--- src/hw/rtl/iapl_pkg.sv ---
// Shared types, constants and helper functions for the address literal parser.
// No dependencies; imported by iapl_parse, ip_address_literal_parser and tb_top.
`timescale 1ns / 1ps
`default_nettype none

package iapl_pkg;

   localparam int WORDS       = 8;   // 16-bit words in an IPv6 address
   localparam int QUAD_WORDS  = 2;   // words taken by an embedded dotted quad
   localparam int QUAD_OCTETS = 4;
   localparam int OCTET_MAX   = 255;

   localparam logic [7:0] CHAR_END   = 8'h00;
   localparam logic [7:0] CHAR_DOT   = 8'h2E;
   localparam logic [7:0] CHAR_COLON = 8'h3A;

   typedef enum logic [2:0] {
      PH_START  = 3'd0,
      PH_LEAD   = 3'd1,
      PH_GROUP  = 3'd2,
      PH_COLON  = 3'd3,
      PH_DCOLON = 3'd4,
      PH_QUAD   = 3'd5
   } phase_type;

   typedef logic [0:WORDS-1][15:0] word_vec_type;

   // head is left-aligned and written by index; tail shifts in from the low end
   typedef struct packed {
      word_vec_type             head;
      logic [16*WORDS-1:0]      tail;
      logic [3:0]               head_wc;
      logic [3:0]               tail_wc;
   } store_type;

   typedef struct packed {
      logic [0:QUAD_OCTETS-1][7:0] bytes;
      logic [2:0]                  index;
      logic [7:0]                  value;
      logic [1:0]                  digits;
      logic                        alive;
   } quad_type;

   localparam quad_type QUAD_RESET = '{bytes: '0, index: '0, value: '0, digits: '0,
                                       alive: 1'b1};

   typedef struct packed {
      logic       ok;
      logic [3:0] val;
   } hex_type;

   typedef struct packed {
      logic        parse_ok;
      logic        is_ipv6;
      logic [63:0] addr_upper;
      logic [63:0] addr_lower;
   } result_type;

   function automatic hex_type hex_of(logic [7:0] c);
      hex_type r;
      r = '0;
      if (c >= 8'h30 && c <= 8'h39) begin
         r.ok  = 1'b1;
         r.val = c[3:0];
      end else if ((c >= 8'h61 && c <= 8'h66) || (c >= 8'h41 && c <= 8'h46)) begin
         r.ok  = 1'b1;
         r.val = c[3:0] + 4'd9;
      end
      return r;
   endfunction

   function automatic logic [3:0] store_level(store_type s, logic compress);
      return compress ? s.tail_wc : s.head_wc;
   endfunction

   function automatic store_type store_put(store_type s, logic compress, logic [15:0] w);
      store_type r;
      r = s;
      if (compress) begin
         r.tail    = {s.tail[16*WORDS-17:0], w};
         r.tail_wc = s.tail_wc + 4'd1;
      end else begin
         r.head[s.head_wc[2:0]] = w;
         r.head_wc              = s.head_wc + 4'd1;
      end
      return r;
   endfunction

   function automatic quad_type quad_digit(quad_type q, logic [3:0] d);
      quad_type   r;
      logic [11:0] v;
      r = q;
      v = 12'(q.value) * 12'd10 + 12'(d);
      if (q.alive) begin
         if (q.digits == 2'd3 || (q.digits == 2'd1 && q.value == 8'd0)) begin
            r.alive = 1'b0;
         end else if (v > 12'(OCTET_MAX)) begin
            r.alive = 1'b0;
         end else begin
            r.value  = v[7:0];
            r.digits = q.digits + 2'd1;
         end
      end
      return r;
   endfunction

   function automatic logic quad_can_close(quad_type q);
      return (q.digits != 2'd0) && (q.index < 3'(QUAD_OCTETS));
   endfunction

   function automatic quad_type quad_close(quad_type q);
      quad_type r;
      r                     = q;
      r.bytes[q.index[1:0]] = q.value;
      r.index               = q.index + 3'd1;
      r.value               = '0;
      r.digits              = '0;
      return r;
   endfunction

   function automatic quad_type quad_dot(quad_type q);
      quad_type r;
      r = q;
      if (q.alive) begin
         if (!quad_can_close(q)) begin
            r.alive = 1'b0;
         end else begin
            r = quad_close(q);
            if (r.index == 3'(QUAD_OCTETS)) begin
               r.alive = 1'b0;
            end
         end
      end
      return r;
   endfunction

endpackage

`default_nettype wire

--- src/hw/rtl/iapl_parse.sv ---
// Parser state registers and per-character update; forms the result on the end byte.
// Depends on iapl_pkg.
`timescale 1ns / 1ps
`default_nettype none

module iapl_parse (
   input  logic                   clock,
   input  logic                   reset,
   input  logic                   step_valid,
   input  logic [7:0]             step_char,
   output logic                   result_valid,
   output iapl_pkg::result_type   lit_result
);
   import iapl_pkg::*;

   store_type   store_ff,        store_in;
   logic        compress_ff,     compress_in;
   logic [15:0] group_value_ff,  group_value_in;
   logic [2:0]  group_digits_ff, group_digits_in;
   phase_type   phase_ff,        phase_in;
   quad_type    quad_ff,         quad_in;
   logic        colon_ff,        colon_in;
   logic        failed_ff,       failed_in;

   always_ff @(posedge clock) begin
      if (reset) begin
         store_ff        <= '0;
         compress_ff     <= 1'b0;
         group_value_ff  <= '0;
         group_digits_ff <= '0;
         phase_ff        <= PH_START;
         quad_ff         <= QUAD_RESET;
         colon_ff        <= 1'b0;
         failed_ff       <= 1'b0;
      end else if (step_valid) begin
         store_ff        <= store_in;
         compress_ff     <= compress_in;
         group_value_ff  <= group_value_in;
         group_digits_ff <= group_digits_in;
         phase_ff        <= phase_in;
         quad_ff         <= quad_in;
         colon_ff        <= colon_in;
         failed_ff       <= failed_in;
      end
   end

   always_comb begin
      hex_type   hx;
      logic      is_digit;
      logic      is_dot;
      logic      is_colon;
      logic      do_group;
      logic      do_compress;
      logic      fin;
      logic      v4;
      logic      v6;
      logic      ok;
      store_type st;
      quad_type  qc;

      store_in        = store_ff;
      compress_in     = compress_ff;
      group_value_in  = group_value_ff;
      group_digits_in = group_digits_ff;
      phase_in        = phase_ff;
      quad_in         = quad_ff;
      colon_in        = colon_ff;
      failed_in       = failed_ff;
      lit_result      = '0;
      result_valid    = step_valid && (step_char == CHAR_END);

      hx          = hex_of(step_char);
      is_digit    = (step_char >= 8'h30) && (step_char <= 8'h39);
      is_dot      = (step_char == CHAR_DOT);
      is_colon    = (step_char == CHAR_COLON);
      do_group    = 1'b0;
      do_compress = 1'b0;
      fin         = failed_ff;
      v4          = 1'b0;
      v6          = 1'b0;
      ok          = 1'b0;
      st          = store_ff;
      qc          = quad_ff;

      if (step_char != CHAR_END) begin
         if (!failed_ff) begin
            unique case (phase_ff)
               PH_START: begin
                  if (is_colon)   phase_in  = PH_LEAD;
                  else if (hx.ok) do_group  = 1'b1;
                  else            failed_in = 1'b1;
               end
               PH_LEAD: begin
                  if (is_colon) do_compress = 1'b1;
                  else          failed_in   = 1'b1;
               end
               PH_GROUP: do_group = 1'b1;
               PH_COLON: begin
                  if (is_colon)   do_compress = 1'b1;
                  else if (hx.ok) do_group    = 1'b1;
                  else            failed_in   = 1'b1;
               end
               PH_DCOLON: begin
                  if (hx.ok) do_group  = 1'b1;
                  else       failed_in = 1'b1;
               end
               PH_QUAD: begin
                  if (is_digit)    quad_in       = quad_digit(quad_ff, step_char[3:0]);
                  else if (is_dot) quad_in       = quad_dot(quad_ff);
                  else             quad_in.alive = 1'b0;
                  if (!quad_in.alive) failed_in = 1'b1;
               end
               default: failed_in = 1'b1;
            endcase

            if (do_compress) begin
               if (compress_ff) begin
                  failed_in = 1'b1;
               end else begin
                  compress_in     = 1'b1;
                  colon_in        = 1'b1;
                  group_value_in  = '0;
                  group_digits_in = '0;
                  quad_in         = QUAD_RESET;
                  phase_in        = PH_DCOLON;
               end
            end

            if (do_group) begin
               if (hx.ok) begin
                  if (group_digits_ff >= 3'd4) begin
                     failed_in = 1'b1;
                  end else begin
                     group_digits_in = group_digits_ff + 3'd1;
                     group_value_in  = {group_value_ff[11:0], hx.val};
                     if (is_digit) quad_in       = quad_digit(quad_ff, step_char[3:0]);
                     else          quad_in.alive = 1'b0;
                     phase_in = PH_GROUP;
                  end
               end else if (is_dot && phase_ff == PH_GROUP) begin
                  if (store_level(store_ff, compress_ff) > 4'(WORDS - QUAD_WORDS)) begin
                     failed_in = 1'b1;
                  end else begin
                     quad_in  = quad_dot(quad_ff);
                     phase_in = PH_QUAD;
                     if (!quad_in.alive) failed_in = 1'b1;
                  end
               end else if (is_colon && phase_ff == PH_GROUP) begin
                  if (store_level(store_ff, compress_ff) == 4'(WORDS)) begin
                     failed_in = 1'b1;
                  end else begin
                     store_in = store_put(store_ff, compress_ff, group_value_ff);
                  end
                  group_value_in  = '0;
                  group_digits_in = '0;
                  quad_in         = QUAD_RESET;
                  colon_in        = 1'b1;
                  phase_in        = PH_COLON;
               end else begin
                  failed_in = 1'b1;
               end
            end
         end
      end else begin
         // end of literal: close the open group or quad, then build the result
         if (!fin) begin
            unique case (phase_ff)
               PH_DCOLON: v6 = 1'b1;
               PH_GROUP: begin
                  if (store_level(st, compress_ff) == 4'(WORDS)) fin = 1'b1;
                  else st = store_put(st, compress_ff, group_value_ff);
                  v6 = 1'b1;
               end
               PH_QUAD: begin
                  if (!qc.alive || !quad_can_close(qc)) begin
                     fin = 1'b1;
                  end else begin
                     qc = quad_close(qc);
                     if (qc.index != 3'(QUAD_OCTETS)) begin
                        fin = 1'b1;
                     end else if (!colon_ff) begin
                        v4 = 1'b1;
                     end else if (store_level(st, compress_ff) > 4'(WORDS - QUAD_WORDS)) begin
                        fin = 1'b1;
                     end else begin
                        st = store_put(st, compress_ff, qc.bytes[0:1]);
                        st = store_put(st, compress_ff, qc.bytes[2:3]);
                        v6 = 1'b1;
                     end
                  end
               end
               default: fin = 1'b1;
            endcase
         end

         if (!fin && v4) begin
            lit_result.parse_ok   = 1'b1;
            lit_result.addr_lower = {32'd0, qc.bytes};
         end else if (!fin && v6) begin
            if (compress_ff) ok = (5'(st.head_wc) + 5'(st.tail_wc)) <= 5'(WORDS - 1);
            else             ok = (st.head_wc == 4'(WORDS));
            if (ok) begin
               lit_result.parse_ok = 1'b1;
               lit_result.is_ipv6  = 1'b1;
               {lit_result.addr_upper, lit_result.addr_lower} = st.head | st.tail;
            end
         end

         store_in        = '0;
         compress_in     = 1'b0;
         group_value_in  = '0;
         group_digits_in = '0;
         phase_in        = PH_START;
         quad_in         = QUAD_RESET;
         colon_in        = 1'b0;
         failed_in       = 1'b0;
      end
   end

endmodule

`default_nettype wire

--- src/hw/rtl/ip_address_literal_parser.sv ---
// Address literal parser top level: input register, parser core, result register.
// Depends on iapl_pkg and iapl_parse.
//
// Usage:
//   req_ channel carries one character per transfer (req_char_code); a zero
//   byte ends the literal. Only the zero byte produces a transfer on the rsp_
//   channel: rsp_parse_ok, rsp_is_ipv6, rsp_addr_upper and rsp_addr_lower.
//   Failed literals report all-zero fields. After an error the rest of the
//   literal up to the zero byte is consumed silently.
// Path: a zero byte accepted into the input register is parsed from there and
//   its result is captured in the result register, which drives rsp_.
// Throughput: one character per cycle unless a zero byte waits on a full result
//   register, set by the combinational parser update between the two registers.
// Stall: while rsp_ready is low and a result is held, non-zero characters
//   keep flowing; a zero byte waits in the input register until the result
//   register frees, and req_ready drops behind it.
// Reset: synchronous, clears both valid flags and all parser state; the first
//   character after reset starts a new literal.
`timescale 1ns / 1ps
`default_nettype none

module ip_address_literal_parser (
   input  logic        clock,
   input  logic        reset,
   input  logic        req_valid,
   output logic        req_ready,
   input  logic [7:0]  req_char_code,
   output logic        rsp_valid,
   input  logic        rsp_ready,
   output logic        rsp_parse_ok,
   output logic        rsp_is_ipv6,
   output logic [63:0] rsp_addr_upper,
   output logic [63:0] rsp_addr_lower
);
   import iapl_pkg::*;

   logic       in_valid_ff,  in_valid_in;
   logic [7:0] in_char_ff,   in_char_in;
   logic       rsp_valid_ff, rsp_valid_in;
   result_type rsp_ff,       rsp_in;

   logic       out_free;
   logic       step_go;
   logic       res_valid;
   result_type res;

   assign out_free  = !rsp_valid_ff || rsp_ready;
   assign step_go   = in_valid_ff && ((in_char_ff != CHAR_END) || out_free);
   assign req_ready = !in_valid_ff || step_go;

   iapl_parse u_parse (
      .clock        (clock),
      .reset        (reset),
      .step_valid   (step_go),
      .step_char    (in_char_ff),
      .result_valid (res_valid),
      .lit_result   (res)
   );

   always_comb begin
      in_valid_in  = in_valid_ff;
      in_char_in   = in_char_ff;
      rsp_valid_in = rsp_valid_ff;
      rsp_in       = rsp_ff;
      if (req_valid && req_ready) begin
         in_valid_in = 1'b1;
         in_char_in  = req_char_code;
      end else if (step_go) begin
         in_valid_in = 1'b0;
      end
      if (res_valid) begin
         rsp_valid_in = 1'b1;
         rsp_in       = res;
      end else if (rsp_ready) begin
         rsp_valid_in = 1'b0;
      end
   end

   always_ff @(posedge clock) begin
      if (reset) begin
         in_valid_ff  <= 1'b0;
         rsp_valid_ff <= 1'b0;
      end else begin
         in_valid_ff  <= in_valid_in;
         rsp_valid_ff <= rsp_valid_in;
      end
      in_char_ff <= in_char_in;
      rsp_ff     <= rsp_in;
   end

   assign rsp_valid      = rsp_valid_ff;
   assign rsp_parse_ok   = rsp_ff.parse_ok;
   assign rsp_is_ipv6    = rsp_ff.is_ipv6;
   assign rsp_addr_upper = rsp_ff.addr_upper;
   assign rsp_addr_lower = rsp_ff.addr_lower;

   a_fail_zero : assert property (@(posedge clock) disable iff (reset)
      rsp_valid && !rsp_parse_ok |->
         !rsp_is_ipv6 && rsp_addr_upper == 64'd0 && rsp_addr_lower == 64'd0)
      else $error("failed literal with nonzero result fields");

   a_v4_shape : assert property (@(posedge clock) disable iff (reset)
      rsp_valid && rsp_parse_ok && !rsp_is_ipv6 |->
         rsp_addr_upper == 64'd0 && rsp_addr_lower[63:32] == 32'd0)
      else $error("IPv4 result outside low 32 bits");

   a_reset_idle : assert property (@(posedge clock)
      reset |=> !rsp_valid && req_ready)
      else $error("channels not idle after reset");

   a_end_held : assert property (@(posedge clock) disable iff (reset)
      in_valid_ff && in_char_ff == CHAR_END && !out_free |=>
         in_valid_ff && in_char_ff == CHAR_END && rsp_valid_ff)
      else $error("end byte dropped while result register full");

endmodule

`default_nettype wire

--- config.mk ---
export PLATFORM = sky130hd
export DESIGN_NAME = ip_address_literal_parser
export DESIGN_NICKNAME = d
export VERILOG_FILES = /design/src/hw/rtl/iapl_pkg.sv /design/src/hw/rtl/iapl_parse.sv /design/src/hw/rtl/ip_address_literal_parser.sv
export SDC_FILE = /design/constraint.sdc
export NUM_CORES = 2
export LEC_CHECK = 0
export BUFFER_PORTS_ARGS = -buffer_cell sky130_fd_sc_hd__buf_2
export CAP_MARGIN = 20
export CORE_MARGIN = 2
export CORE_UTILIZATION = 30
export DETAILED_ROUTE_END_ITERATION = 16
export PLACE_DENSITY = 0.52
export SLEW_MARGIN = 0
export SYNTH_ARGS = -nofsm -noshare
export SYNTH_HDL_FRONTEND = slang
export SYNTH_HIERARCHICAL = 1
export SYNTH_SLANG_ARGS = --single-unit
--- constraint.sdc ---
create_clock -name clock -period 11.6 [get_ports clock]
set_clock_uncertainty 0.1 [all_clocks]
set_input_delay 0 -clock clock [delete_from_list [all_inputs] [get_ports clock]]
set_output_delay 0 -clock clock [all_outputs]
set_load 0.005 [all_outputs]
==> results.py <==
metrics = {
    "placed_design": {
        "hpwlAfterDp_um": 89300,
        "gp_congestion": 0.919,
        "portBuffers": 143,
        "dp_cells": 4868,
    },
    "floorplanning": {
        "initial_core_util_pct": 30.4,
        "core-area_um2": 95300,
        "die_w_um": 315,
        "dieArea_um2": 99000,
        "die_h_um": 315,
        "rows": 113,
        "pin_count": 144,
    },
    "sta": {
        "timing.fmax_mhz": 144,
        "hold_violations": 0,
        "slew_headroom_pct": 17.5,
        "final.period_utilization_pct": 59.8,
        "drv_slew": 0,
        "finalSetupViolCount": 0,
        "fin_tns_setup_ps": 0,
        "fin_crit_ps": 6940,
        "rsz0062_at_grt": "no",
        "worst_pin_slew_ps": 1200,
    },
    "grt": {
        "antenna_found_initial": 11,
        "grt_overflow": 0,
        "grt_start_max_net_pins": 211,
        "grt_usage_pct": 27.5,
        "grt_pass1_vias": 28500,
        "grt_pass1_wl_um": 204000,
    },
    "routing": {
        "vias": 31500,
        "dr.pass1.iters": 8,
        "drtAntennaViolNets": 0,
        "wirelength_um": 142000,
        "wl_per_cell_um": 28.3,
        "vias_per_cell": 6.28,
        "drtIter0Drc": 4508,
        "route.detailed.drc": 0,
    },
    "critical_path": {
        "crit_path_frequent_cell": "ha_1",
        "worst_path_largest_cell_delay_ps": 810,
        "crit_type": "reg2reg",
        "cp-end-kind": "flip-flop",
        "arrival_ps": 7230,
        "cp_cell_sequence": "ha_1 > ha_1 > nand3_1 > or3_1 > buf_4 > nor2_1 > o21ai_0 > a221oi_1 > a21oi_1 > ha_1 > nand2_1 > mux2i_1 > a21oi_1 > nor2_1 > o21a_1 > nand2b_4 > buf_4 > inv_2 > o31a_1",
        "timing.critical_path.fanout_max": 45,
        "setup.worst_path.start_class": "flip-flop",
        "rrSetupSlack_ps": 4660,
        "cp_slowest_cell": "nor2_1",
        "cp.required_ps": 11890,
    },
    "synth": {
        "synth_area_um2": 29000,
        "synth.distinct_cells": 83,
        "ys_seq_elements": 475,
        "synth_cells": 3732,
        "yosys.area.top_type": "dfxtp_1",
        "yosys_warnings": 6,
        "synth_flop_cell": "dfxtp_1",
        "synth_nets": 3784,
        "seq_area_frac_synth_pct": 37.6,
        "synthArstFlopShare_pct": 0,
        "yosysTopAreaCellShare_pct": 23.3,
        "synth.avg_cell_area_um2": 7.76,
        "synth_edf_count": 138,
        "synth.area.top_cells": "dfxtp_1 23%, edfxtp_1 14%, a22oi_1 7.7%, nand2_1 6.9%, nor2_1 6.4%",
    },
    "power": {
        "powerDensity_nw_per_um2": 114,
        "post-layout-total-power_mw": 3.78,
        "ir_drop_mv": 0.132,
        "leakagePower_nw": 11.1,
    },
    "layout": {
        "drive_above_1_share_pct": 11.4,
        "layout_commonest_cell": "nand2_1",
        "mostFrequentLayoutCells": "530 x nand2_1, 486 x nor2_1, 366 x a21oi_1",
        "area_growth_pct": 14.3,
        "stdcell_count": 5013,
        "fin_nets": 3738,
    },
    "clock_tree": {
        "clkSinkCount": 475,
        "cts_root_buf": "clkbuf_16",
        "cts_tree": "built",
        "htree_num_levels": 2,
        "cts_buffers": 58,
        "ctsResizeCount": 0,
        "clockBufferDepth": 3,
        "clk-insertion-delay-late_ps": 670,
        "clkTransAtPathRegs_ps": 60,
    },
    "flow_run": {
        "cap_viol_max_count": 0,
    },
    "run_status": {
        "status": "finished clean",
    },
    "worst_hold_path": {
        "hp-class": "in2reg",
    },
}
## sequential cells by signal, indices dropped and copies added, names as in the netlist
| name | count |
|---|---|
| u_parse/quad_ff | 46 |
| rsp_valid | 1 |
| u_parse/phase_ff | 3 |
| u_parse/group_digits_ff | 3 |
| u_parse/store_ff | 264 |
| rsp_addr_lower | 64 |
| rsp_parse_ok | 1 |
| u_parse/failed_ff | 1 |
| u_parse/colon_ff | 1 |
| rsp_addr_upper | 64 |
| rsp_is_ipv6 | 1 |
| u_parse/compress_ff | 1 |
| in_valid_ff | 1 |
| in_char_ff | 8 |
| u_parse/group_value_ff | 16 |
## report_power, final
group	leakage [nW]	total [mW]	switching, mW	internal [mW]
Sequential	4.30	1.71	0.00924	1.70
Clock	0.998	1.97	0.811	1.16
Combinational	5.79	0.0939	0.0675	0.0264
## cell usage after synthesis, drive strengths merged (55+ instances only)
master  count
a21oi     368
a22oi     296
or3        70
mux2i      70
o22ai      55
clkbuf    320
nor2      497
buf        55
a221o      70
edfxtp    138
o21ai     250
a221oi     81
a31oi      65
nand2     534
dfxtp     337
nand4      70
## final timing paths
kind	startpoint	to	depth (start not counted)
min reg2reg	u_parse/group_digits_ff[0]	u_parse/group_digits_ff[0]	2
max	u_parse/quad_ff[12]	rsp_addr_upper[35]	19
min	reset	u_parse/group_value_ff[3]	3
max reg2reg	u_parse/quad_ff[12]	rsp_addr_upper[35]	19
## cell type report
type / count / area (um^2)
Multi-Input combinational cell: 2848 / 16700
Sequential cell: 475 / 10900
Clock inverter: 32 / 417
Antenna cell: 12 / 30.0
Fill cell: 10100 / 62200
Inverter: 34 / 128
Tap cell: 1265 / 1580
Clock buffer: 78 / 1620
Timing Repair Buffer: 269 / 1740
## timing repair
item                      in CTS  in global routing
hold endpoints to repair      99                  0
buffers inserted               0                  0
hold buffers                  21                  0
## worst max-delay path, delay by kind of cell (launching register included)
kind / cells / cell delay, ps
mux: 1 / 70
buf+inv: 3 / 1210
simple gates: 6 / 1990
flops: 1 / 380
compound gates: 6 / 1380
fa+ha+maj: 3 / 1450
## metrics by stage
| stage | cell area [um^2] | setup WS, ps | utilization (%) | hold WS (ps) |
|---|---|---|---|---|
| 2_1_floorplan | 29000 | 5800 | - | -30.9 |
| 3_3_place_gp | 30800 | 4900 | 32.3 | 78.3 |
| 3_5_place_dp | 30800 | 4790 | 32.3 | 78.7 |
| 4_1_cts | 33000 | 4750 | 34.7 | 318 |
| 5_1_grt | 33100 | 4300 | 34.7 | 374 |
| 6_report | 33100 | 4660 | 34.7 | 346 |
## per-layer routing
metal  routed length, um  vias up  global-route usage (%)
met2               60500     2035                    40.8
met1               56300    15200                    36.1
met5                  13        -                       0
li1                    -    13800                       -
met3               16200      409                    7.60
met4                8790        2                    15.0
## logic make-up after synthesis
logic type / count (synthesis) / synth area share, %
AO/OA/AOI/OAI: 1393 / 31.8
AND/OR/NAND/NOR: 1303 / 19.4
flip-flops: 475 / 37.6
buffers and inverters: 409 / 5.51
multiplexers: 89 / 3.16
adder cells (fa/ha/maj): 40 / 1.81
XOR/XNOR: 23 / 0.696
Power figures use the tool's default switching activity.
